File: config.mk
export PLATFORM = sky130hd
export DESIGN_NAME = per_source_broadcast_rate_blocker_core_flat
export DESIGN_NICKNAME = d
export VERILOG_FILES = /design/src/sv/psbrb_pkg.sv /design/src/sv/psbrb_req_if.sv /design/src/sv/psbrb_res_if.sv /design/src/sv/psbrb_cfg_if.sv /design/src/sv/psbrb_ram.sv /design/src/sv/per_source_broadcast_rate_blocker_core.sv /design/src/flat_wrapper.sv
export SDC_FILE = /design/constraint.sdc
export NUM_CORES = 2
export LEC_CHECK = 0
export ABC_AREA = 1
export BUFFER_PORTS_ARGS = -buffer_cell sky130_fd_sc_hd__clkbuf_2
export CORE_MARGIN = 2
export CORE_UTILIZATION = 25
export CTS_CLUSTER_SIZE = 28
export DETAILED_ROUTE_END_ITERATION = 8
export PLACE_DENSITY_LB_ADDON = 0.1
export SETUP_SLACK_MARGIN = 0.02
export SYNTH_ARGS = -nofsm -noshare
export SYNTH_HDL_FRONTEND = slang
export SYNTH_SLANG_ARGS = --single-unit
File: constraint.sdc
create_clock -name clk -period 9.6 [get_ports clk]
set_input_delay 0.96 -clock clk [delete_from_list [all_inputs] [get_ports clk]]
set_output_delay 0.96 -clock clk [all_outputs]
set_load 0.005 [all_outputs]
File: src/sv/psbrb_pkg.sv
package psbrb_pkg;

    localparam int TABLE_ENTRIES_DEF = 16;
    localparam int MAX_RESULTS = 16;
    localparam int NRES_W = $clog2(MAX_RESULTS + 1);

    localparam int MAC_W = 48;
    localparam int COUNT_W = 17;
    localparam int TIME_W = 32;
    localparam int LIMIT_W = 16;
    localparam int OP_W = 2;
    localparam int ACT_W = 2;
    localparam int CFG_IDX_W = 2;
    localparam int CFG_DATA_W = 16;

    localparam logic [COUNT_W-1:0] COUNT_MAX = '1;

    // request opcodes
    localparam logic [OP_W-1:0] OP_FRAME = 2'd0;
    localparam logic [OP_W-1:0] OP_TICK = 2'd1;
    localparam logic [OP_W-1:0] OP_FLUSH = 2'd2;
    localparam logic [OP_W-1:0] OP_NOP = 2'd3;

    // result actions
    localparam logic [ACT_W-1:0] ACT_NONE = 2'd0;
    localparam logic [ACT_W-1:0] ACT_BLOCK = 2'd1;
    localparam logic [ACT_W-1:0] ACT_UNBLOCK = 2'd2;
    localparam logic [ACT_W-1:0] ACT_FULL = 2'd3;

    // configuration register indexes
    localparam logic [CFG_IDX_W-1:0] CFG_ENABLE = 2'd0;
    localparam logic [CFG_IDX_W-1:0] CFG_RATE_LIMIT = 2'd1;
    localparam logic [CFG_IDX_W-1:0] CFG_BLOCK_SECONDS = 2'd2;

    localparam logic ENABLE_RST = 1'b1;
    localparam logic [LIMIT_W-1:0] RATE_LIMIT_RST = 16'd100;
    localparam logic [LIMIT_W-1:0] BLOCK_SECONDS_RST = 16'd60;

    typedef struct packed {
        logic [MAC_W-1:0] mac;
        logic [COUNT_W-1:0] count;
        logic blocked;
        logic [TIME_W-1:0] release_time;
    } entry_t;

    typedef enum logic [1:0] {
        S_IDLE,
        S_RD,
        S_EV,
        S_FIN
    } state_t;

endpackage

File: src/sv/psbrb_req_if.sv
interface psbrb_req_if;
    logic valid;
    logic ready;
    logic [psbrb_pkg::OP_W-1:0] op;
    logic [psbrb_pkg::MAC_W-1:0] src_mac;

    modport source (output valid, output op, output src_mac, input ready);
    modport sink (input valid, input op, input src_mac, output ready);
endinterface

File: src/sv/psbrb_res_if.sv
interface psbrb_res_if;
    logic valid;
    logic ready;
    logic [psbrb_pkg::ACT_W-1:0] action;
    logic [psbrb_pkg::MAC_W-1:0] mac;
    logic last;

    modport source (output valid, output action, output mac, output last, input ready);
    modport sink (input valid, input action, input mac, input last, output ready);
endinterface

File: src/sv/psbrb_cfg_if.sv
interface psbrb_cfg_if;
    logic valid;
    logic ready;
    logic [psbrb_pkg::CFG_IDX_W-1:0] index;
    logic [psbrb_pkg::CFG_DATA_W-1:0] data;

    modport source (output valid, output index, output data, input ready);
    modport sink (input valid, input index, input data, output ready);
endinterface

File: src/sv/psbrb_ram.sv
module psbrb_ram #(
    parameter int WIDTH = 8,
    parameter int DEPTH = 16,
    localparam int AW = (DEPTH > 1) ? $clog2(DEPTH) : 1
) (
    input  logic             clk,
    input  logic             we,
    input  logic             re,
    input  logic [AW-1:0]    addr,
    input  logic [WIDTH-1:0] wdata,
    output logic [WIDTH-1:0] rdata
);

    logic [WIDTH-1:0] mem [DEPTH];

    always_ff @(posedge clk)
    begin
        if (we)
        begin
            mem[addr] <= wdata;
        end
        if (re)
        begin
            rdata <= mem[addr];
        end
    end

endmodule

File: src/sv/per_source_broadcast_rate_blocker_core.sv
// sequence: a frame, tick or flush request walks every entry, reading then evaluating each,
//   then a finishing state leaves the final result in the output register; a disabled
//   frame or an unused opcode goes straight to the finishing state
// requests: a new one is accepted only in idle, after the read/evaluate walk over the
//   single-port table memory and any output stall of the one before
// reset: clears the sequencer, valid bits, seconds counter and output valid flag, loads the
//   configuration defaults; the table memory is not cleared (valid bits cover it)
module per_source_broadcast_rate_blocker_core #(
    parameter int TABLE_ENTRIES = psbrb_pkg::TABLE_ENTRIES_DEF
) (
    input  logic clk,
    input  logic rst_n,
    psbrb_req_if.sink req,
    psbrb_res_if.source res,
    psbrb_cfg_if.sink cfg
);

    localparam int IDX_W = (TABLE_ENTRIES > 1) ? $clog2(TABLE_ENTRIES) : 1;
    localparam logic [IDX_W-1:0] LAST_IDX = IDX_W'(TABLE_ENTRIES - 1);
    localparam int ENTRY_W = $bits(psbrb_pkg::entry_t);
    localparam int MAC_W = psbrb_pkg::MAC_W;
    localparam int COUNT_W = psbrb_pkg::COUNT_W;
    localparam int TIME_W = psbrb_pkg::TIME_W;
    localparam int LIMIT_W = psbrb_pkg::LIMIT_W;
    localparam int NRES_W = psbrb_pkg::NRES_W;

    // sequencer and control state
    psbrb_pkg::state_t state_reg, state_next;
    logic [IDX_W-1:0] idx_reg, idx_next;
    logic [psbrb_pkg::OP_W-1:0] op_reg, op_next;
    logic [TIME_W-1:0] seconds_reg, seconds_next;
    logic [TABLE_ENTRIES-1:0] valid_reg, valid_next;
    logic [NRES_W-1:0] nres_reg, nres_next;
    logic hold_valid_reg, hold_valid_next;
    logic found_reg, found_next;
    logic free_found_reg, free_found_next;
    logic out_valid_reg, out_valid_next;

    // configuration
    logic enable_reg, enable_next;
    logic [LIMIT_W-1:0] rate_limit_reg, rate_limit_next;
    logic [LIMIT_W-1:0] block_seconds_reg, block_seconds_next;

    // payload registers
    logic [MAC_W-1:0] mac_reg, mac_next;
    logic [MAC_W-1:0] hold_mac_reg, hold_mac_next;
    logic [IDX_W-1:0] slot_reg, slot_next;
    logic [IDX_W-1:0] free_reg, free_next;
    logic [COUNT_W-1:0] cnt_reg, cnt_next;
    logic blk_reg, blk_next;
    logic [psbrb_pkg::ACT_W-1:0] out_action_reg, out_action_next;
    logic [MAC_W-1:0] out_mac_reg, out_mac_next;
    logic out_last_reg, out_last_next;

    // table memory
    logic ram_we;
    logic ram_re;
    logic [IDX_W-1:0] ram_addr;
    psbrb_pkg::entry_t ram_wdata;
    logic [ENTRY_W-1:0] ram_rdata;
    psbrb_pkg::entry_t rd_entry;

    // helpers
    logic req_fire;
    logic cfg_fire;
    logic out_free;
    logic walk_op;
    logic cur_valid;
    logic [TIME_W-1:0] age;
    logic expired;
    logic room;
    logic ev_unblock;
    logic ev_release;
    logic ev_stall;
    logic fin_fire;
    logic [COUNT_W-1:0] new_count;
    logic over;
    logic fin_write;
    logic [psbrb_pkg::ACT_W-1:0] fin_action;
    logic [MAC_W-1:0] fin_mac;

    psbrb_ram #(
        .WIDTH (ENTRY_W),
        .DEPTH (TABLE_ENTRIES)
    ) u_table (
        .clk   (clk),
        .we    (ram_we),
        .re    (ram_re),
        .addr  (ram_addr),
        .wdata (ram_wdata),
        .rdata (ram_rdata)
    );

    assign rd_entry = psbrb_pkg::entry_t'(ram_rdata);

    // handshakes; only one request is in flight, so the table walk owns the memory
    assign req.ready = (state_reg == psbrb_pkg::S_IDLE);
    assign req_fire = req.valid && req.ready;
    assign cfg.ready = 1'b1;
    assign cfg_fire = cfg.valid && cfg.ready;
    assign out_free = !out_valid_reg || res.ready;

    assign res.valid = out_valid_reg;
    assign res.action = out_action_reg;
    assign res.mac = out_mac_reg;
    assign res.last = out_last_reg;

    // per-entry evaluation during the walk
    assign walk_op = (op_reg == psbrb_pkg::OP_TICK) || (op_reg == psbrb_pkg::OP_FLUSH);
    assign cur_valid = valid_reg[idx_reg];
    // wrap-safe expiry: seconds minus release time lands in the lower half
    assign age = seconds_reg - rd_entry.release_time;
    assign expired = !age[TIME_W-1];
    assign room = (nres_reg < NRES_W'(psbrb_pkg::MAX_RESULTS));
    // a flush unblocks every blocked entry and a tick only expired ones, while results have room
    assign ev_unblock = walk_op && cur_valid && rd_entry.blocked && room
        && ((op_reg == psbrb_pkg::OP_FLUSH) || expired);
    // entries not blocked or just unblocked leave the table, other blocked ones stay
    assign ev_release = walk_op && cur_valid && (ev_unblock || !rd_entry.blocked);
    // a new unblock pushes the held one out, which needs room in the output register
    assign ev_stall = (state_reg == psbrb_pkg::S_EV) && ev_unblock && hold_valid_reg
        && !out_free;

    // frame update at the end of the walk
    always_comb
    begin
        if (!found_reg)
        begin
            new_count = COUNT_W'(1);
        end
        else if (cnt_reg == psbrb_pkg::COUNT_MAX)
        begin
            new_count = cnt_reg;
        end
        else
        begin
            new_count = cnt_reg + COUNT_W'(1);
        end
    end

    assign over = (new_count > COUNT_W'(rate_limit_reg));
    assign fin_fire = (state_reg == psbrb_pkg::S_FIN) && out_free;

    always_comb
    begin
        fin_write = 1'b0;
        fin_action = psbrb_pkg::ACT_NONE;
        fin_mac = MAC_W'(0);
        case (op_reg)
            psbrb_pkg::OP_FRAME:
            begin
                if (found_reg)
                begin
                    // blocked sources are not counted
                    if (!blk_reg)
                    begin
                        fin_write = 1'b1;
                        if (over)
                        begin
                            fin_action = psbrb_pkg::ACT_BLOCK;
                            fin_mac = mac_reg;
                        end
                    end
                end
                else if (free_found_reg)
                begin
                    fin_write = 1'b1;
                    if (over)
                    begin
                        fin_action = psbrb_pkg::ACT_BLOCK;
                        fin_mac = mac_reg;
                    end
                end
                else
                begin
                    // table full, event dropped
                    fin_action = psbrb_pkg::ACT_FULL;
                    fin_mac = mac_reg;
                end
            end
            psbrb_pkg::OP_TICK, psbrb_pkg::OP_FLUSH:
            begin
                if (hold_valid_reg)
                begin
                    fin_action = psbrb_pkg::ACT_UNBLOCK;
                    fin_mac = hold_mac_reg;
                end
            end
            default:
            begin
                fin_action = psbrb_pkg::ACT_NONE;
            end
        endcase
    end

    // memory access: reads during the walk, the single write at the finish
    assign ram_re = (state_reg == psbrb_pkg::S_RD);
    assign ram_we = fin_fire && fin_write;
    assign ram_addr = (state_reg == psbrb_pkg::S_FIN) ? (found_reg ? slot_reg : free_reg)
        : idx_reg;
    assign ram_wdata.mac = mac_reg;
    assign ram_wdata.count = new_count;
    assign ram_wdata.blocked = over;
    assign ram_wdata.release_time = seconds_reg + TIME_W'(block_seconds_reg);

    // next state
    always_comb
    begin
        state_next = state_reg;
        case (state_reg)
            psbrb_pkg::S_IDLE:
            begin
                if (req_fire)
                begin
                    if (op_next == psbrb_pkg::OP_NOP)
                    begin
                        state_next = psbrb_pkg::S_FIN;
                    end
                    else
                    begin
                        state_next = psbrb_pkg::S_RD;
                    end
                end
            end
            psbrb_pkg::S_RD:
            begin
                state_next = psbrb_pkg::S_EV;
            end
            psbrb_pkg::S_EV:
            begin
                if (!ev_stall)
                begin
                    if (idx_reg == LAST_IDX)
                    begin
                        state_next = psbrb_pkg::S_FIN;
                    end
                    else
                    begin
                        state_next = psbrb_pkg::S_RD;
                    end
                end
            end
            psbrb_pkg::S_FIN:
            begin
                if (out_free)
                begin
                    state_next = psbrb_pkg::S_IDLE;
                end
            end
            default:
            begin
                state_next = psbrb_pkg::S_IDLE;
            end
        endcase
    end

    // datapath and outputs
    always_comb
    begin
        idx_next = idx_reg;
        op_next = op_reg;
        mac_next = mac_reg;
        seconds_next = seconds_reg;
        valid_next = valid_reg;
        nres_next = nres_reg;
        hold_valid_next = hold_valid_reg;
        hold_mac_next = hold_mac_reg;
        found_next = found_reg;
        slot_next = slot_reg;
        cnt_next = cnt_reg;
        blk_next = blk_reg;
        free_found_next = free_found_reg;
        free_next = free_reg;
        out_action_next = out_action_reg;
        out_mac_next = out_mac_reg;
        out_last_next = out_last_reg;
        out_valid_next = out_valid_reg && !res.ready;
        enable_next = enable_reg;
        rate_limit_next = rate_limit_reg;
        block_seconds_next = block_seconds_reg;

        // a disabled frame behaves like the unused opcode
        if (req_fire && (req.op == psbrb_pkg::OP_FRAME) && !enable_reg)
        begin
            op_next = psbrb_pkg::OP_NOP;
        end
        else if (req_fire)
        begin
            op_next = req.op;
        end

        if (req_fire)
        begin
            mac_next = req.src_mac;
            idx_next = '0;
            nres_next = '0;
            hold_valid_next = 1'b0;
            found_next = 1'b0;
            free_found_next = 1'b0;
            if (req.op == psbrb_pkg::OP_TICK)
            begin
                seconds_next = seconds_reg + TIME_W'(1);
            end
        end

        if ((state_reg == psbrb_pkg::S_EV) && !ev_stall)
        begin
            if (op_reg == psbrb_pkg::OP_FRAME)
            begin
                // first matching entry wins, lowest free slot for a new source
                if (cur_valid && !found_reg && (rd_entry.mac == mac_reg))
                begin
                    found_next = 1'b1;
                    slot_next = idx_reg;
                    cnt_next = rd_entry.count;
                    blk_next = rd_entry.blocked;
                end
                if (!cur_valid && !free_found_reg)
                begin
                    free_found_next = 1'b1;
                    free_next = idx_reg;
                end
            end
            if (ev_release)
            begin
                valid_next[idx_reg] = 1'b0;
            end
            if (ev_unblock)
            begin
                nres_next = nres_reg + NRES_W'(1);
                hold_valid_next = 1'b1;
                hold_mac_next = rd_entry.mac;
                if (hold_valid_reg)
                begin
                    out_valid_next = 1'b1;
                    out_action_next = psbrb_pkg::ACT_UNBLOCK;
                    out_mac_next = hold_mac_reg;
                    out_last_next = 1'b0;
                end
            end
            if (idx_reg != LAST_IDX)
            begin
                idx_next = idx_reg + IDX_W'(1);
            end
        end

        if (fin_fire)
        begin
            out_valid_next = 1'b1;
            out_action_next = fin_action;
            out_mac_next = fin_mac;
            out_last_next = 1'b1;
            hold_valid_next = 1'b0;
            if (fin_write && !found_reg)
            begin
                valid_next[free_reg] = 1'b1;
            end
        end

        if (cfg_fire)
        begin
            case (cfg.index)
                psbrb_pkg::CFG_ENABLE:
                begin
                    enable_next = cfg.data[0];
                end
                psbrb_pkg::CFG_RATE_LIMIT:
                begin
                    rate_limit_next = LIMIT_W'(cfg.data);
                end
                psbrb_pkg::CFG_BLOCK_SECONDS:
                begin
                    block_seconds_next = LIMIT_W'(cfg.data);
                end
                default:
                begin
                    enable_next = enable_reg;
                end
            endcase
        end
    end

    // control registers
    always_ff @(posedge clk or negedge rst_n)
    begin
        if (!rst_n)
        begin
            state_reg <= psbrb_pkg::S_IDLE;
            idx_reg <= '0;
            op_reg <= psbrb_pkg::OP_NOP;
            seconds_reg <= '0;
            valid_reg <= '0;
            nres_reg <= '0;
            hold_valid_reg <= 1'b0;
            found_reg <= 1'b0;
            free_found_reg <= 1'b0;
            out_valid_reg <= 1'b0;
            enable_reg <= psbrb_pkg::ENABLE_RST;
            rate_limit_reg <= psbrb_pkg::RATE_LIMIT_RST;
            block_seconds_reg <= psbrb_pkg::BLOCK_SECONDS_RST;
        end
        else
        begin
            state_reg <= state_next;
            idx_reg <= idx_next;
            op_reg <= op_next;
            seconds_reg <= seconds_next;
            valid_reg <= valid_next;
            nres_reg <= nres_next;
            hold_valid_reg <= hold_valid_next;
            found_reg <= found_next;
            free_found_reg <= free_found_next;
            out_valid_reg <= out_valid_next;
            enable_reg <= enable_next;
            rate_limit_reg <= rate_limit_next;
            block_seconds_reg <= block_seconds_next;
        end
    end

    // payload registers
    always_ff @(posedge clk)
    begin
        mac_reg <= mac_next;
        hold_mac_reg <= hold_mac_next;
        slot_reg <= slot_next;
        free_reg <= free_next;
        cnt_reg <= cnt_next;
        blk_reg <= blk_next;
        out_action_reg <= out_action_next;
        out_mac_reg <= out_mac_next;
        out_last_reg <= out_last_next;
    end

    // no held unblock survives past the end of a request
    a_idle_no_hold: assert property (@(posedge clk) disable iff (!rst_n)
        (state_reg == psbrb_pkg::S_IDLE) |-> !hold_valid_reg)
        else $error("held unblock left over in idle");

    // unblock count never passes the result cap
    a_nres_bound: assert property (@(posedge clk) disable iff (!rst_n)
        nres_reg <= NRES_W'(psbrb_pkg::MAX_RESULTS))
        else $error("unblock count beyond cap");

    // the finishing cycle always leaves a final result in the output register
    a_fin_last: assert property (@(posedge clk) disable iff (!rst_n)
        fin_fire |=> (res.valid && res.last))
        else $error("final result missing after finish");

    // every table write lands in an entry that is valid afterwards
    a_write_valid: assert property (@(posedge clk) disable iff (!rst_n)
        ram_we |=> valid_reg[$past(ram_addr)])
        else $error("table write to an entry left invalid");

    // the seconds counter moves only on an accepted tick
    a_seconds_tick: assert property (@(posedge clk) disable iff (!rst_n)
        (seconds_reg != $past(seconds_reg))
            |-> $past(req_fire && (req.op == psbrb_pkg::OP_TICK)))
        else $error("seconds counter moved without a tick");

endmodule

File: src/flat_wrapper.sv
// flat-port wrapper written by rule: the top's interface ports become plain ports
module per_source_broadcast_rate_blocker_core_flat 
#(
    parameter int TABLE_ENTRIES = psbrb_pkg::TABLE_ENTRIES_DEF
)
  (clk, rst_n, req_valid, req_op, req_src_mac, req_ready, res_valid, res_action, res_mac, res_last, res_ready, cfg_valid, cfg_index, cfg_data, cfg_ready);
  psbrb_req_if req_i ();
  psbrb_res_if res_i ();
  psbrb_cfg_if cfg_i ();
  input  logic clk;
  input  logic rst_n;
  input wire logic [$bits(req_i.valid)-1:0] req_valid;
  input wire logic [$bits(req_i.op)-1:0] req_op;
  input wire logic [$bits(req_i.src_mac)-1:0] req_src_mac;
  output wire logic [$bits(req_i.ready)-1:0] req_ready;
  output wire logic [$bits(res_i.valid)-1:0] res_valid;
  output wire logic [$bits(res_i.action)-1:0] res_action;
  output wire logic [$bits(res_i.mac)-1:0] res_mac;
  output wire logic [$bits(res_i.last)-1:0] res_last;
  input wire logic [$bits(res_i.ready)-1:0] res_ready;
  input wire logic [$bits(cfg_i.valid)-1:0] cfg_valid;
  input wire logic [$bits(cfg_i.index)-1:0] cfg_index;
  input wire logic [$bits(cfg_i.data)-1:0] cfg_data;
  output wire logic [$bits(cfg_i.ready)-1:0] cfg_ready;
  assign req_i.valid = req_valid;
  assign req_i.op = req_op;
  assign req_i.src_mac = req_src_mac;
  assign req_ready = req_i.ready;
  assign res_valid = res_i.valid;
  assign res_action = res_i.action;
  assign res_mac = res_i.mac;
  assign res_last = res_i.last;
  assign res_i.ready = res_ready;
  assign cfg_i.valid = cfg_valid;
  assign cfg_i.index = cfg_index;
  assign cfg_i.data = cfg_data;
  assign cfg_ready = cfg_i.ready;
  per_source_broadcast_rate_blocker_core #(.TABLE_ENTRIES(TABLE_ENTRIES)) u_core (.clk(clk), .rst_n(rst_n), .req(req_i), .res(res_i), .cfg(cfg_i));
endmodule
==> metrics.md <==
| Metric | Value |
|---|---|
| PnR worst setup slack | 4.26 ns |
| Reg-to-Reg Start | u_core.cnt_reg[0]$_DFFE_PP_ |
| DRT antenna net count | 0 |
| Synth Instances | 5413 |
| GR Overflow Total | 0 |
| Worst slew pin tran | 1.31 ns |
| Vias in the first global route | 46291 |
| Area Growth Syn to Fin | 16.9% |
| Top FF cell, synth | edfxtp_1 |
| Final net count | 5784 |
| Vias | 45295 |
| Slowest cell on the critical path | nor3b_2 |
| Worst-path clk slew | 0.06 ns |
| Rows | 202 |
| Clk root buf | clkbuf_16 |
| Mapped Nets | 5559 |
| Setup WS pre-CTS | 4.27 ns |
| Setup Fix Bufs, Post-CTS | 0 |
| Flop2flop setup slack | 4.26 ns |
| Worst Path Class, Setup | reg -> reg |
| Slew headroom | 11.8% |
| CTS tree | built |
| Minimum clock period | 5.34 ns |
| Largest net degree at the start of global routing | 136 |
| Initial antenna violation count | 7 |
| Final Hold Vio Count | 0 |
| Final WL | 253 mm |
| Port bufs | 125 |
| Clk_skew | 0.0604 ns |
| Setup crit end kind | flop |
| CP Launch Point | u_core.cnt_reg[0]$_DFFE_PP_ |
| Largest register FFs | 1568 |
| Die height | 555 um |
| Core area | 303000 um^2 |
| Critical Path Sink | u_core.res.mac[36]$_DFFE_PP_ |
| Critical Path AT | 5.96 ns |
| Total of warnings raised by yosys | 0 |
| Slew Limit Fails | 0 |
| Max incr delay on CP | 0.93 ns |
| Fmax | 0.187 GHz |
| Reg-to-Reg End | u_core.res.mac[36]$_DFFE_PP_ |
| Drt wl/cell | 25.8 um |
| Share of layout cells above drive strength 1 | 11.4% |
| Clk sinks | 1937 |
| Total CTS buffers | 228 |
| RSZ-0062 raised after global routing | no |
| Die W | 555 um |
| Post-Syn Area | 76000 um^2 |
| Max_cap viols | 0 |
| Cells on worst reg2reg path | 29 |
| Ports | 127 |
| Crit-path most repeated cell | nand2_1 |
| Worst-path fanout max | 49 |
| Iter 0 DRT Violations | 3522 |
| Post-synth EDFFs | 1838 |
| Avg Inst Size Synth | 14.0 um^2 |
| Effective utilization at floorplan | 25.1% |
| Leak | 30.3 nW |
| Gpl congestion | 0.765 |
| Final setup vio count | 0 |
| Top reg by flops | u_core.u_table.mem |
| Router iterations before antenna repair | 6 |
| HP Class | in -> reg |
| Setup TNS | 0 ns |
| Post-DP HPWL | 133 mm |
| # DRC | 0 |
| Hold_ws | 0.238 ns |
| Filler cell count | 30336 |
| Largest regs | u_core.u_table.mem: 1568 flops, u_core.u_table.rdata: 98 flops |
| Status | finished, final reports clean |
| Detailed-route vias per instance | 4.62 |
| Most common cell after layout, fill and taps aside | edfxtp_1 |
| Worst skew pair latency | 0.90 ns |
| Critical path launch point type | flop |
| Clk buf depth | 4 |
| Fin crit share | 55.6% |
| GRT Overall Usage | 16.1% |
| Synth async-reset ratio | 5.06% |
| Seq cells post-synth | 1937 |
| Most frequent cells in the layout | 1838 x edfxtp_1, 1398 x nand2_1, 784 x a22oi_1, 233 x inv_1, 231 x clkbuf_16 |
| CP required | 10.22 ns |
| Peak supply drop | 352 uV |
| Die area | 308000 um^2 |
| Pwr Density | 294 nW/um^2 |
| Sequential share of the synthesized area | 75.9% |
| Netlist cell types | 50 |
| Htree depth | 4 |
| First-pass GRT wire length | 358 mm |
[worst min path at each step]
stage                                                  start                     endpoint  depth (start not counted)
after floorplan           u_core.u_table.rdata[33]$_DFFE_PP_  u_core.cnt_reg[0]$_DFFE_PP_                          0
after global placement    u_core.u_table.rdata[36]$_DFFE_PP_  u_core.cnt_reg[3]$_DFFE_PP_                          0
after detailed placement  u_core.u_table.rdata[41]$_DFFE_PP_  u_core.cnt_reg[8]$_DFFE_PP_                          0
after CTS                                     req_src_mac[8]  u_core.mac_reg[8]$_DFFE_PP_                          1
after global routing                          req_src_mac[1]  u_core.mac_reg[1]$_DFFE_PP_                          1
final                                         req_src_mac[8]  u_core.mac_reg[8]$_DFFE_PP_                          1
[routing by layer]
metal	up-vias	track usage [%]	share of wire (%)
met5	-	0	0
met4	0	3.64	2.1
met3	298	1.91	3.5
met2	952	26.9	48
met1	23437	22.3	47
li1	20608	-	-
[layout make-up]
class	instances	area [um^2]	area share (%)
repair buffers	253	1750	1.98
multi-input cells	2962	16300	18.4
diodes	3	7.51	0.00845
clock buffers	297	6090	6.86
inverters	256	983	1.11
clock inverters	116	960	1.08
well taps	3978	4980	5.61
flip-flops and latches	1937	57700	65.0
[critical path, delay by kind of cell, from the launching register on]
kind                     cells  cell delay [ns]
flip-flops                   1             0.41
adder cells (fa/ha/maj)      2             0.65
AND/OR/NAND/NOR             27             4.01
[through the flow]
step / total power (W) / cell area [um^2] / utilization [%] / std cells
after global routing: 0.0275 / 88800 / 29.4 / 9802
after floorplan: 0.0151 / 76000 / - / 5413
after global placement: 0.0182 / 81700 / 27.0 / 9385
after CTS: 0.0266 / 88800 / 29.3 / 9799
after detailed placement: 0.0181 / 81700 / 27.0 / 9385
final: 0.0261 / 88800 / 29.4 / 9802
[kinds of logic (layout without fill, tap and decap cells)]
logic type                 count (synthesis)  after routing  share of synthesized area (%)
other                                      1              4                        0.00494
buffers and inverters                    514            922                           2.85
xor gates and xnor gates                  81             81                          0.934
DFF                                     1937           1937                           75.9
AOI/OAI and AO/OA                        947            947                           8.90
and+or+nand+nor                         1860           1860                           10.2
adders and majority gates                 73             73                           1.21
[Yosys cell counts, types with 2 or more instances]
master | count | area [um^2]
edfxtp_1 | 1838 | 55200
nand2_1 | 1398 | 5250
a22oi_1 | 784 | 5890
inv_1 | 235 | 882
buf_2 | 159 | 796
nor2_1 | 126 | 473
nand3_1 | 124 | 621
nand4_1 | 119 | 744
dfrtp_1 | 88 | 2200
clkbuf_1 | 77 | 289
ha_1 | 72 | 901
o21ai_0 | 71 | 355
xor2_1 | 59 | 517
a21oi_1 | 47 | 235
nor3_1 | 29 | 145
xnor2_1 | 22 | 193
o21ai_1 | 21 | 105
inv_2 | 20 | 75.1
or2_2 | 17 | 106
buf_1 | 14 | 52.6
nor4_1 | 12 | 75.1
dfstp_2 | 10 | 263
nor2_2 | 8 | 50.1
buf_4 | 7 | 52.6
nor2_4 | 7 | 78.8
a21boi_0 | 4 | 30.0
nand2_2 | 4 | 25.0
nand2_4 | 4 | 45.0
o22ai_1 | 4 | 25.0
a21o_1 | 3 | 22.5
nand3_2 | 3 | 30.0
o2111ai_1 | 3 | 26.3
o21a_1 | 3 | 22.5
o21bai_1 | 3 | 22.5
and3_1 | 2 | 12.5
nand3b_1 | 2 | 15.0
[repair_timing]
item	4_1_cts	5_1_grt
hold endpoints to repair	21	0
hold buffers	1	0
gates resized for setup	0	0
[report_power, final]
| part | switching (W) | internal, W | leakage (nW) |
|---|---|---|---|
| Sequential | 0.000451 | 0.0102 | 17.1 |
| Clock | 0.00352 | 0.00479 | 3.43 |
| Combinational | 0.00514 | 0.00195 | 9.83 |
No activity file was read; power rests on OpenSTA's default activity.
